===== src/rtl/dasp_pkg.sv =====
// Shared types, constants and the coil pattern tables for the two-axis stepper positioner.
// Used by dasp_axis and dual_axis_stepper_positioner; depends on nothing else.
package dasp_pkg;

	localparam int POS_BITS    = 16;
	localparam int PERIOD_BITS = 16;
	localparam int PADDR_BITS  = 3;

	typedef logic signed [POS_BITS-1:0] pos_t;
	typedef logic [PERIOD_BITS-1:0]     period_t;

	localparam pos_t POS_MAX     = pos_t'({1'b0, {(POS_BITS-1){1'b1}}});
	localparam pos_t POS_MIN     = pos_t'({1'b1, {(POS_BITS-1){1'b0}}});
	localparam pos_t POS_UNHOMED = pos_t'(-1);
	localparam pos_t POS_MOVING  = pos_t'(-2);

	localparam period_t STEP_PERIOD_RST = period_t'(36864);

	// Register index, taken from paddr[2].
	localparam logic REG_STEP_PERIOD = 1'b0;
	localparam logic REG_HALF_STEP   = 1'b1;

	typedef enum logic [2:0] {
		MODE_TICK = 3'd0,
		MODE_FWD  = 3'd1,
		MODE_BACK = 3'd2,
		MODE_STOP = 3'd3,
		MODE_MOVE = 3'd4
	} mode_t;

	typedef enum logic [1:0] {
		DIR_IDLE = 2'd0,
		DIR_FWD  = 2'd1,
		DIR_BACK = 2'd2
	} dir_t;

	localparam logic [3:0] FULL_TAB [4] = '{4'hA, 4'h9, 4'h5, 4'h6};
	localparam logic [3:0] HALF_TAB [8] = '{4'hA, 4'h8, 4'h9, 4'h1, 4'h5, 4'h4, 4'h6, 4'h2};

	// Control for one axis for the beat being accepted.
	typedef struct packed {
		logic       en;
		logic       step;
		logic       cmd;
		logic [2:0] mode;
		pos_t       target;
		logic       fwd_lim;
		logic       home_lim;
		logic       half_step;
	} axis_ctl_t;

	// Status of one axis: next coil drive and report, plus current run state.
	typedef struct packed {
		logic       running;
		logic       started;
		logic       busy;
		logic [3:0] coils;
		pos_t       report;
	} axis_sts_t;

	typedef struct packed {
		logic [3:0] pan_coils;
		logic [3:0] tilt_coils;
		pos_t       pan_report;
		pos_t       tilt_report;
		logic       cmd_busy;
	} result_t;

	function automatic logic [3:0] coil_pattern(input logic half, input logic [2:0] ph);
		logic [3:0] pat;
		if (half) begin
			pat = HALF_TAB[ph];
		end else begin
			pat = FULL_TAB[ph[1:0]];
		end
		return pat;
	endfunction

endpackage


===== src/rtl/dasp_axis.sv =====
// One stepper axis: phase, direction, position, goal and settled registers with
// the step and command update logic. Depends on dasp_pkg.
module dasp_axis (
	input  logic                clk,
	input  logic                arst_n,
	input  dasp_pkg::axis_ctl_t ctl,
	output dasp_pkg::axis_sts_t sts
);
	import dasp_pkg::*;

	logic [2:0] phase_q, phase_d;
	dir_t       run_q, run_d;
	dir_t       goal_dir_q, goal_dir_d;
	pos_t       pos_q, pos_d;
	pos_t       goal_q, goal_d;
	pos_t       settled_q, settled_d;
	logic [3:0] coil_q, coil_d;
	logic [2:0] ph, ph_n;
	logic       busy, started;

	always_comb begin
		phase_d    = phase_q;
		run_d      = run_q;
		goal_dir_d = goal_dir_q;
		pos_d      = pos_q;
		goal_d     = goal_q;
		settled_d  = settled_q;
		coil_d     = coil_q;
		busy       = 1'b0;
		started    = 1'b0;
		ph         = ctl.half_step ? phase_q : {1'b0, phase_q[1:0]};
		ph_n       = ph;

		if (ctl.en && ctl.step) begin
			if (run_q != DIR_IDLE) begin
				coil_d = coil_pattern(ctl.half_step, ph);
				if (run_q == DIR_FWD) begin
					ph_n  = ph + 3'd1;
					pos_d = (pos_q == POS_MAX) ? pos_q : pos_q + pos_t'(1);
				end else begin
					ph_n  = ph - 3'd1;
					pos_d = (pos_q == POS_MIN) ? pos_q : pos_q - pos_t'(1);
				end
				phase_d = ctl.half_step ? ph_n : {1'b0, ph_n[1:0]};
			end
			if ((run_q == DIR_FWD && ctl.fwd_lim) || (run_q == DIR_BACK && ctl.home_lim)) begin
				if (ctl.home_lim) begin
					pos_d = '0;
				end
				run_d      = DIR_IDLE;
				goal_dir_d = DIR_IDLE;
				coil_d     = '0;
				settled_d  = pos_d;
			end
			// A halt above already cleared the goal direction, so this cannot fire twice.
			if ((goal_dir_d == DIR_FWD && goal_q <= pos_d) ||
			    (goal_dir_d == DIR_BACK && goal_q >= pos_d)) begin
				run_d      = DIR_IDLE;
				goal_dir_d = DIR_IDLE;
				coil_d     = '0;
				settled_d  = pos_d;
			end
		end else if (ctl.en && ctl.cmd) begin
			unique case (ctl.mode)
				MODE_FWD, MODE_BACK: begin
					if (settled_q != POS_UNHOMED) begin
						settled_d = POS_MOVING;
					end
					run_d   = (ctl.mode == MODE_FWD) ? DIR_FWD : DIR_BACK;
					started = 1'b1;
				end
				MODE_STOP: begin
					if (settled_q != POS_UNHOMED) begin
						run_d     = DIR_IDLE;
						coil_d    = '0;
						settled_d = pos_q;
					end else begin
						busy = 1'b1;
					end
				end
				MODE_MOVE: begin
					goal_d = ctl.target;
					if (settled_q == POS_MOVING) begin
						busy = 1'b1;
					end else if (settled_q != POS_UNHOMED) begin
						if (ctl.target != settled_q) begin
							run_d      = (ctl.target > settled_q) ? DIR_FWD : DIR_BACK;
							goal_dir_d = run_d;
							settled_d  = POS_MOVING;
							started    = 1'b1;
						end
					end else begin
						// Unhomed: seek the home switch first.
						run_d     = DIR_BACK;
						settled_d = POS_MOVING;
						started   = 1'b1;
					end
				end
				default: begin
				end
			endcase
		end
	end

	always_ff @(posedge clk or negedge arst_n) begin
		if (!arst_n) begin
			phase_q    <= '0;
			run_q      <= DIR_IDLE;
			goal_dir_q <= DIR_IDLE;
			pos_q      <= POS_UNHOMED;
			goal_q     <= POS_UNHOMED;
			settled_q  <= POS_UNHOMED;
			coil_q     <= '0;
		end else begin
			phase_q    <= phase_d;
			run_q      <= run_d;
			goal_dir_q <= goal_dir_d;
			pos_q      <= pos_d;
			goal_q     <= goal_d;
			settled_q  <= settled_d;
			coil_q     <= coil_d;
		end
	end

	assign sts.running = (run_q != DIR_IDLE);
	assign sts.started = started;
	assign sts.busy    = busy;
	assign sts.coils   = coil_d;
	assign sts.report  = settled_d;

endmodule


===== src/rtl/dual_axis_stepper_positioner.sv =====
// Top level of the two-axis stepper positioner: APB register file, step divider,
// two dasp_axis instances and a two-entry result queue. Depends on dasp_pkg and dasp_axis.
//
//   channel  | handshake             | payload
//   ---------+-----------------------+------------------------------------------------
//   command  | cmd_valid / cmd_ready | mode, axis, target, four limit switches
//   result   | res_valid / res_ready | pan_coils, tilt_coils, pan_report, tilt_report,
//            |                       | cmd_busy
//   config   | psel, penable, pwrite | paddr, pwdata, prdata (step_period, half_step)
//
// Each beat updates the axis state in the cycle it is accepted; its result is
// registered into the result queue, and one beat per cycle is sustained while res_ready is high.
// The result side holds two entries; cmd_ready drops only when both are full.
// Reset clears the divider, sets both axes unhomed and idle with coils off,
// and loads step_period 36864 and full-step mode.
module dual_axis_stepper_positioner (
	input  logic                                clk,
	input  logic                                arst_n,
	input  logic                                psel,
	input  logic                                penable,
	input  logic                                pwrite,
	input  logic [dasp_pkg::PADDR_BITS-1:0]     paddr,
	input  logic [31:0]                         pwdata,
	output logic [31:0]                         prdata,
	output logic                                pready,
	input  logic                                cmd_valid,
	output logic                                cmd_ready,
	input  logic [2:0]                          mode,
	input  logic                                axis,
	input  dasp_pkg::pos_t                      target,
	input  logic                                pan_fwd_limit,
	input  logic                                pan_home_limit,
	input  logic                                tilt_fwd_limit,
	input  logic                                tilt_home_limit,
	output logic                                res_valid,
	input  logic                                res_ready,
	output logic [3:0]                          pan_coils,
	output logic [3:0]                          tilt_coils,
	output dasp_pkg::pos_t                      pan_report,
	output dasp_pkg::pos_t                      tilt_report,
	output logic                                cmd_busy
);
	import dasp_pkg::*;

	period_t        step_period_q;
	logic           half_step_q;
	period_t        div_q, div_d;
	logic [PERIOD_BITS:0] div_next;
	period_t        period_eff;
	logic           accept, is_tick, wrap, cfg_wr;
	axis_ctl_t      pan_ctl, tilt_ctl;
	axis_sts_t      pan_sts, tilt_sts;
	result_t        res_new, head_q, skid_q;
	logic           head_vld_q, skid_vld_q, pop;

	// Configuration registers.
	assign cfg_wr = psel && penable && pwrite;
	assign pready = 1'b1;

	always_ff @(posedge clk or negedge arst_n) begin
		if (!arst_n) begin
			step_period_q <= STEP_PERIOD_RST;
			half_step_q   <= 1'b0;
		end else if (cfg_wr) begin
			unique case (paddr[2])
				REG_STEP_PERIOD: step_period_q <= pwdata[PERIOD_BITS-1:0];
				REG_HALF_STEP:   half_step_q   <= pwdata[0];
			endcase
		end
	end

	always_comb begin
		unique case (paddr[2])
			REG_STEP_PERIOD: prdata = 32'(step_period_q);
			REG_HALF_STEP:   prdata = 32'(half_step_q);
		endcase
	end

	// Step divider. A period of zero steps on every tick.
	assign accept     = cmd_valid && cmd_ready;
	assign is_tick    = (mode == MODE_TICK);
	assign period_eff = (step_period_q == '0) ? period_t'(1) : step_period_q;
	assign div_next   = {1'b0, div_q} + {{PERIOD_BITS{1'b0}}, 1'b1};
	assign wrap       = (div_next >= {1'b0, period_eff});

	always_comb begin
		div_d = div_q;
		if (accept && is_tick) begin
			div_d = wrap ? '0 : div_next[PERIOD_BITS-1:0];
		end
		// Motion starting from all-idle restarts the step period.
		if (accept && (pan_sts.started || tilt_sts.started) &&
		    !pan_sts.running && !tilt_sts.running) begin
			div_d = '0;
		end
	end

	always_ff @(posedge clk or negedge arst_n) begin
		if (!arst_n) begin
			div_q <= '0;
		end else begin
			div_q <= div_d;
		end
	end

	always_comb begin
		pan_ctl.en        = accept;
		pan_ctl.step      = is_tick && wrap;
		pan_ctl.cmd       = !is_tick && (axis == 1'b0);
		pan_ctl.mode      = mode;
		pan_ctl.target    = target;
		pan_ctl.fwd_lim   = pan_fwd_limit;
		pan_ctl.home_lim  = pan_home_limit;
		pan_ctl.half_step = half_step_q;

		tilt_ctl           = pan_ctl;
		tilt_ctl.cmd       = !is_tick && (axis == 1'b1);
		tilt_ctl.fwd_lim   = tilt_fwd_limit;
		tilt_ctl.home_lim  = tilt_home_limit;
	end

	dasp_axis u_pan (
		.clk    (clk),
		.arst_n (arst_n),
		.ctl    (pan_ctl),
		.sts    (pan_sts)
	);

	dasp_axis u_tilt (
		.clk    (clk),
		.arst_n (arst_n),
		.ctl    (tilt_ctl),
		.sts    (tilt_sts)
	);

	// Result queue: head register plus one skid entry.
	always_comb begin
		res_new.pan_coils   = pan_sts.coils;
		res_new.tilt_coils  = tilt_sts.coils;
		res_new.pan_report  = pan_sts.report;
		res_new.tilt_report = tilt_sts.report;
		res_new.cmd_busy    = pan_sts.busy || tilt_sts.busy;
	end

	assign cmd_ready = !skid_vld_q;
	assign pop       = head_vld_q && res_ready;

	always_ff @(posedge clk or negedge arst_n) begin
		if (!arst_n) begin
			head_vld_q <= 1'b0;
			skid_vld_q <= 1'b0;
		end else begin
			if (pop && skid_vld_q) begin
				skid_vld_q <= 1'b0;
			end else if (pop) begin
				head_vld_q <= accept;
			end else if (accept) begin
				if (head_vld_q) begin
					skid_vld_q <= 1'b1;
				end else begin
					head_vld_q <= 1'b1;
				end
			end
		end
	end

	always_ff @(posedge clk) begin
		if (pop && skid_vld_q) begin
			head_q <= skid_q;
		end else if (accept && (pop || !head_vld_q)) begin
			head_q <= res_new;
		end else if (accept) begin
			skid_q <= res_new;
		end
	end

	assign res_valid   = head_vld_q;
	assign pan_coils   = head_q.pan_coils;
	assign tilt_coils  = head_q.tilt_coils;
	assign pan_report  = head_q.pan_report;
	assign tilt_report = head_q.tilt_report;
	assign cmd_busy    = head_q.cmd_busy;

endmodule

===== config.mk =====
export PLATFORM = sky130hd
export DESIGN_NAME = dual_axis_stepper_positioner
export DESIGN_NICKNAME = d
export VERILOG_FILES = /design/src/rtl/dasp_pkg.sv /design/src/rtl/dasp_axis.sv /design/src/rtl/dual_axis_stepper_positioner.sv
export SDC_FILE = /design/constraint.sdc
export NUM_CORES = 1
export LEC_CHECK = 0
export BUFFER_PORTS_ARGS = -buffer_cell sky130_fd_sc_hd__buf_2
export CORE_MARGIN = 2
export CORE_UTILIZATION = 30
export DETAILED_ROUTE_END_ITERATION = 8
export PLACE_DENSITY = 0.53
export SYNTH_ARGS = -nofsm -noshare
export SYNTH_HDL_FRONTEND = slang
export SYNTH_SLANG_ARGS = --single-unit

===== constraint.sdc =====
create_clock -name clk -period 4.68 [get_ports clk]
set_input_delay 0.234 -clock clk [delete_from_list [all_inputs] [get_ports clk]]
set_output_delay 0.234 -clock clk [all_outputs]
set_load 0.01 [all_outputs]

==> impl_metrics.ini <==
[synth]
yosys.cell_count.top_type = nand2_1
syn_area_mm2 = 0.0153
synth_top_family_by_area = simple AND/OR/NAND/NOR gates
syn_inst = 1637
synth_compound_area_share_pct = 17.6
synth_mux_area_share_pct = 5.80
synth_top_area_share_pct = 16.9
syn_avg_cell_area_um2 = 9.32
synthAdderAreaFrac_pct = 7.73
synth_edf_count = 82
yosysTopAreaCell = dfstp_2
synthTopCellsByCount = 178 x nand2_1, 129 x nor2_1, 98 x dfstp_2
ys_ff_latch = 235
synth-simple-area-share_pct = 18.9
async_reset_ff_share_pct = 65.1
synth.distinct_cells = 95
synth_top_cells_by_area = dfstp_2 17%, edfxtp_1 16%, dfrtp_1 9.0%
synth-xor-area-share_pct = 2.53
ys_seq_area_share_pct = 42.0
ys.flop_type = dfstp_2
yosysWarnings = 0

[pwr]
p_total_mw = 11.6
p_per_area_mw_per_mm2 = 560
ir_drop_v = 0.000356
power_leakage_nw = 8.68

[sta]
finalCritPeriodShare_pct = 100
rsz0062_at_grt = yes
skew_ps = 16.3
maxSlewViolCount = 0
worst_slack_ps = -3.29
slew_headroom_pct = 19.0
tightest_slew_ps = 1210
fmax_mhz = 214
min_period_ps = 4680
finalSetupViolations = 1
hold_viol = 0
tns_ps = -3.29

[clocking]
cts_root_buf = clkbuf_16
clkSinkCount = 235
cts_tree = done
clkLatencyLatePin_ps = 580
cts.path.max_buffers = 3
htree_num_levels = 1
clk_pin_slew_ps = 70
numCtsBuffers = 28

[layout]
synthToLayoutAreaGrowth_pct = 35.7
fin_area_mm2 = 0.0207
num_antenna_cells = 0
fin_util_pct = 41.3
layout-drive-gt1-share_pct = 38.9
nets = 2130

[floorplanning]
die_area_mm2 = 0.0527
die_y_um = 229
rows = 82
ios = 142
start_util_pct = 30.4
die_x_um = 229
core_area_mm2 = 0.0502

[hold_path]
hold_start = target[9]
whs_path_depth = 2
hold_end = u_pan.goal_q[9]$_DFFE_PN1P_
hold_class = input pin to register

[placed_design]
dpl.hpwl_mm = 39.9
place_congestion = 0.909
port_buffers = 106
dpl_cell_area_mm2 = 0.0180
place_ws_ps = -210

[global_routing]
grt_remaining_overflow = 0
grt_pass1_vias = 13700
gr-usage-all-layers_pct = 19.5
grt_pass1_wl_mm = 80.0
grt_max_degree = 72
antenna_found_initial = 1

[status]
violations = setup timing
status = finished with violations

[routing]
drt_iter0_markers = 1045
via_count = 14100
dr.pass1.iters = 7
wirelength_mm = 54.0
wl_per_cell_um = 20.3
antenna_left = 0
remaining_drc_errors = 0
post_drt_via_cell_ratio = 5.30

[critical_path]
cp.arrival_ps = 4990
r2r_cells = 19
r2r_slack_ps = -3
crit_path_start_kind = register
crit_slowest_cell = or4_4
r2r_end = skid_q[6]$_DFFE_PP_
worstSetupEndpointType = register
cp.required_ps = 4980
cp_max_fo = 5
crit_type = register to register
reg2reg_from = u_tilt.pos_q[7]$_DFFE_PN1P_
slowest_delay_ps = 530
cp_common_cell = buf_6
path_cells = or4_4 > nor4_4 > a21o_1 > nor4b_2 > a31oi_1 > xnor2_1 > nand2_1 > ha_4 > nand4_1 > buf_4 > or3_4 > a21oi_4 > buf_6 > o31a_1 > o21ai_4 > and2_4 > buf_6 > a221oi_4 > a21oi_2

[run]
drv_cap = 0
layer usage:
| metal | vias up | track usage (%) | routed length [um] |
|---|---|---|---|
| met5 | - | 0 | 13 |
| met4 | 2 | 5.74 | 1380 |
| met3 | 86 | 2.84 | 3610 |
| met2 | 491 | 30.7 | 24300 |
| met1 | 6864 | 27.5 | 24700 |
| li1 | 6679 | - | - |
through the flow:
stage / std cells / hold WS [ps]
final: 2665 / 36.9
after global routing: 2665 / 29.2
after CTS: 2633 / 14.2
after detailed placement: 2559 / 298
after global placement: 2559 / 289
after floorplan: 1652 / -61.6
cells in the final DEF (no fill, tap or decap), types with 18 or more instances in the layout:
cell type,netlist,layout
buf_4,19,257
a21oi_1,85,73
dfstp_2,98,98
nor2_1,129,122
xor2_1,23,20
dfrtp_1,55,55
buf_2,19,105
o22ai_1,30,28
o21ai_0,80,71
o21ai_1,49,52
ha_1,91,80
nor3_1,41,28
clkbuf_16,0,32
nand4_1,30,30
nand3_1,52,45
o211ai_1,18,18
edfxtp_1,82,82
inv_1,74,74
dlygate4sd3_1,0,19
mux2_2,65,59
nand2_1,178,172
how the worst max path moves through the flow:
stage	from	endpoint	slack (ps)	depth (start not counted)
after floorplan	u_tilt.pos_q[2]$_DFFE_PN1P_	skid_q[10]$_DFFE_PP_	230	17
after global placement	u_tilt.pos_q[11]$_DFFE_PN1P_	skid_q[10]$_DFFE_PP_	-160	19
after detailed placement	u_pan.pos_q[9]$_DFFE_PN1P_	skid_q[19]$_DFFE_PP_	-210	19
after CTS	u_tilt.pos_q[12]$_DFFE_PN1P_	tilt_report[6]$_DFFE_PP_	-0.7	19
after global routing	u_tilt.pos_q[6]$_DFFE_PN1P_	tilt_report[15]$_DFFE_PP_	-140	19
final	u_tilt.pos_q[7]$_DFFE_PN1P_	skid_q[6]$_DFFE_PP_	-3	19
repair_timing:
item	4_1_cts	5_1_grt
pin swaps	13	109
buffers inserted	3	35
endpoints found under the setup margin	84	125
endpoints found under the hold margin	37	0
hold buffers	19	0
cloned	0	2
resized for setup	38	194
critical path, delay by kind of cell (launching register included):
| kind | cells | cell delay, ps |
|---|---|---|
| compound gates | 7 | 1290 |
| flops | 1 | 390 |
| simple gates | 7 | 1830 |
| fa+ha+maj | 1 | 300 |
| xor+xnor | 1 | 170 |
| buf+inv | 3 | 420 |
cell type report:
class / instances / area [um2]
fillers: 4905 / 29500
multi-input cells: 1233 / 9330
flip-flops and latches: 235 / 6410
repair buffers: 398 / 2860
clock buffers: 46 / 917
well taps: 672 / 841
inverters: 75 / 282
clock inverters: 6 / 60.1
where the power goes:
group / internal [mW] / switching [mW]
Sequential: 3.06 / 0.508
Clock: 1.39 / 0.921
Combinational: 2.55 / 3.16
flip-flops by register name, summed over array words and instances, names as in the netlist, 16 cells and up:
name,cells
skid_q,41
div_q,16
pan_report,16
step_period_q,16
tilt_report,16
u_pan.goal_q,16
u_pan.pos_q,16
u_pan.settled_q,16
u_tilt.goal_q,16
u_tilt.pos_q,16
u_tilt.settled_q,16
cells by family after synthesis:
logic type / Yosys count
buf+inv: 185
xor+xnor: 44
simple gates: 577
flops: 235
fa+ha+maj: 93
other cells: 2
mux: 80
compound gates: 421
No activity file was read; power rests on OpenSTA's default activity.
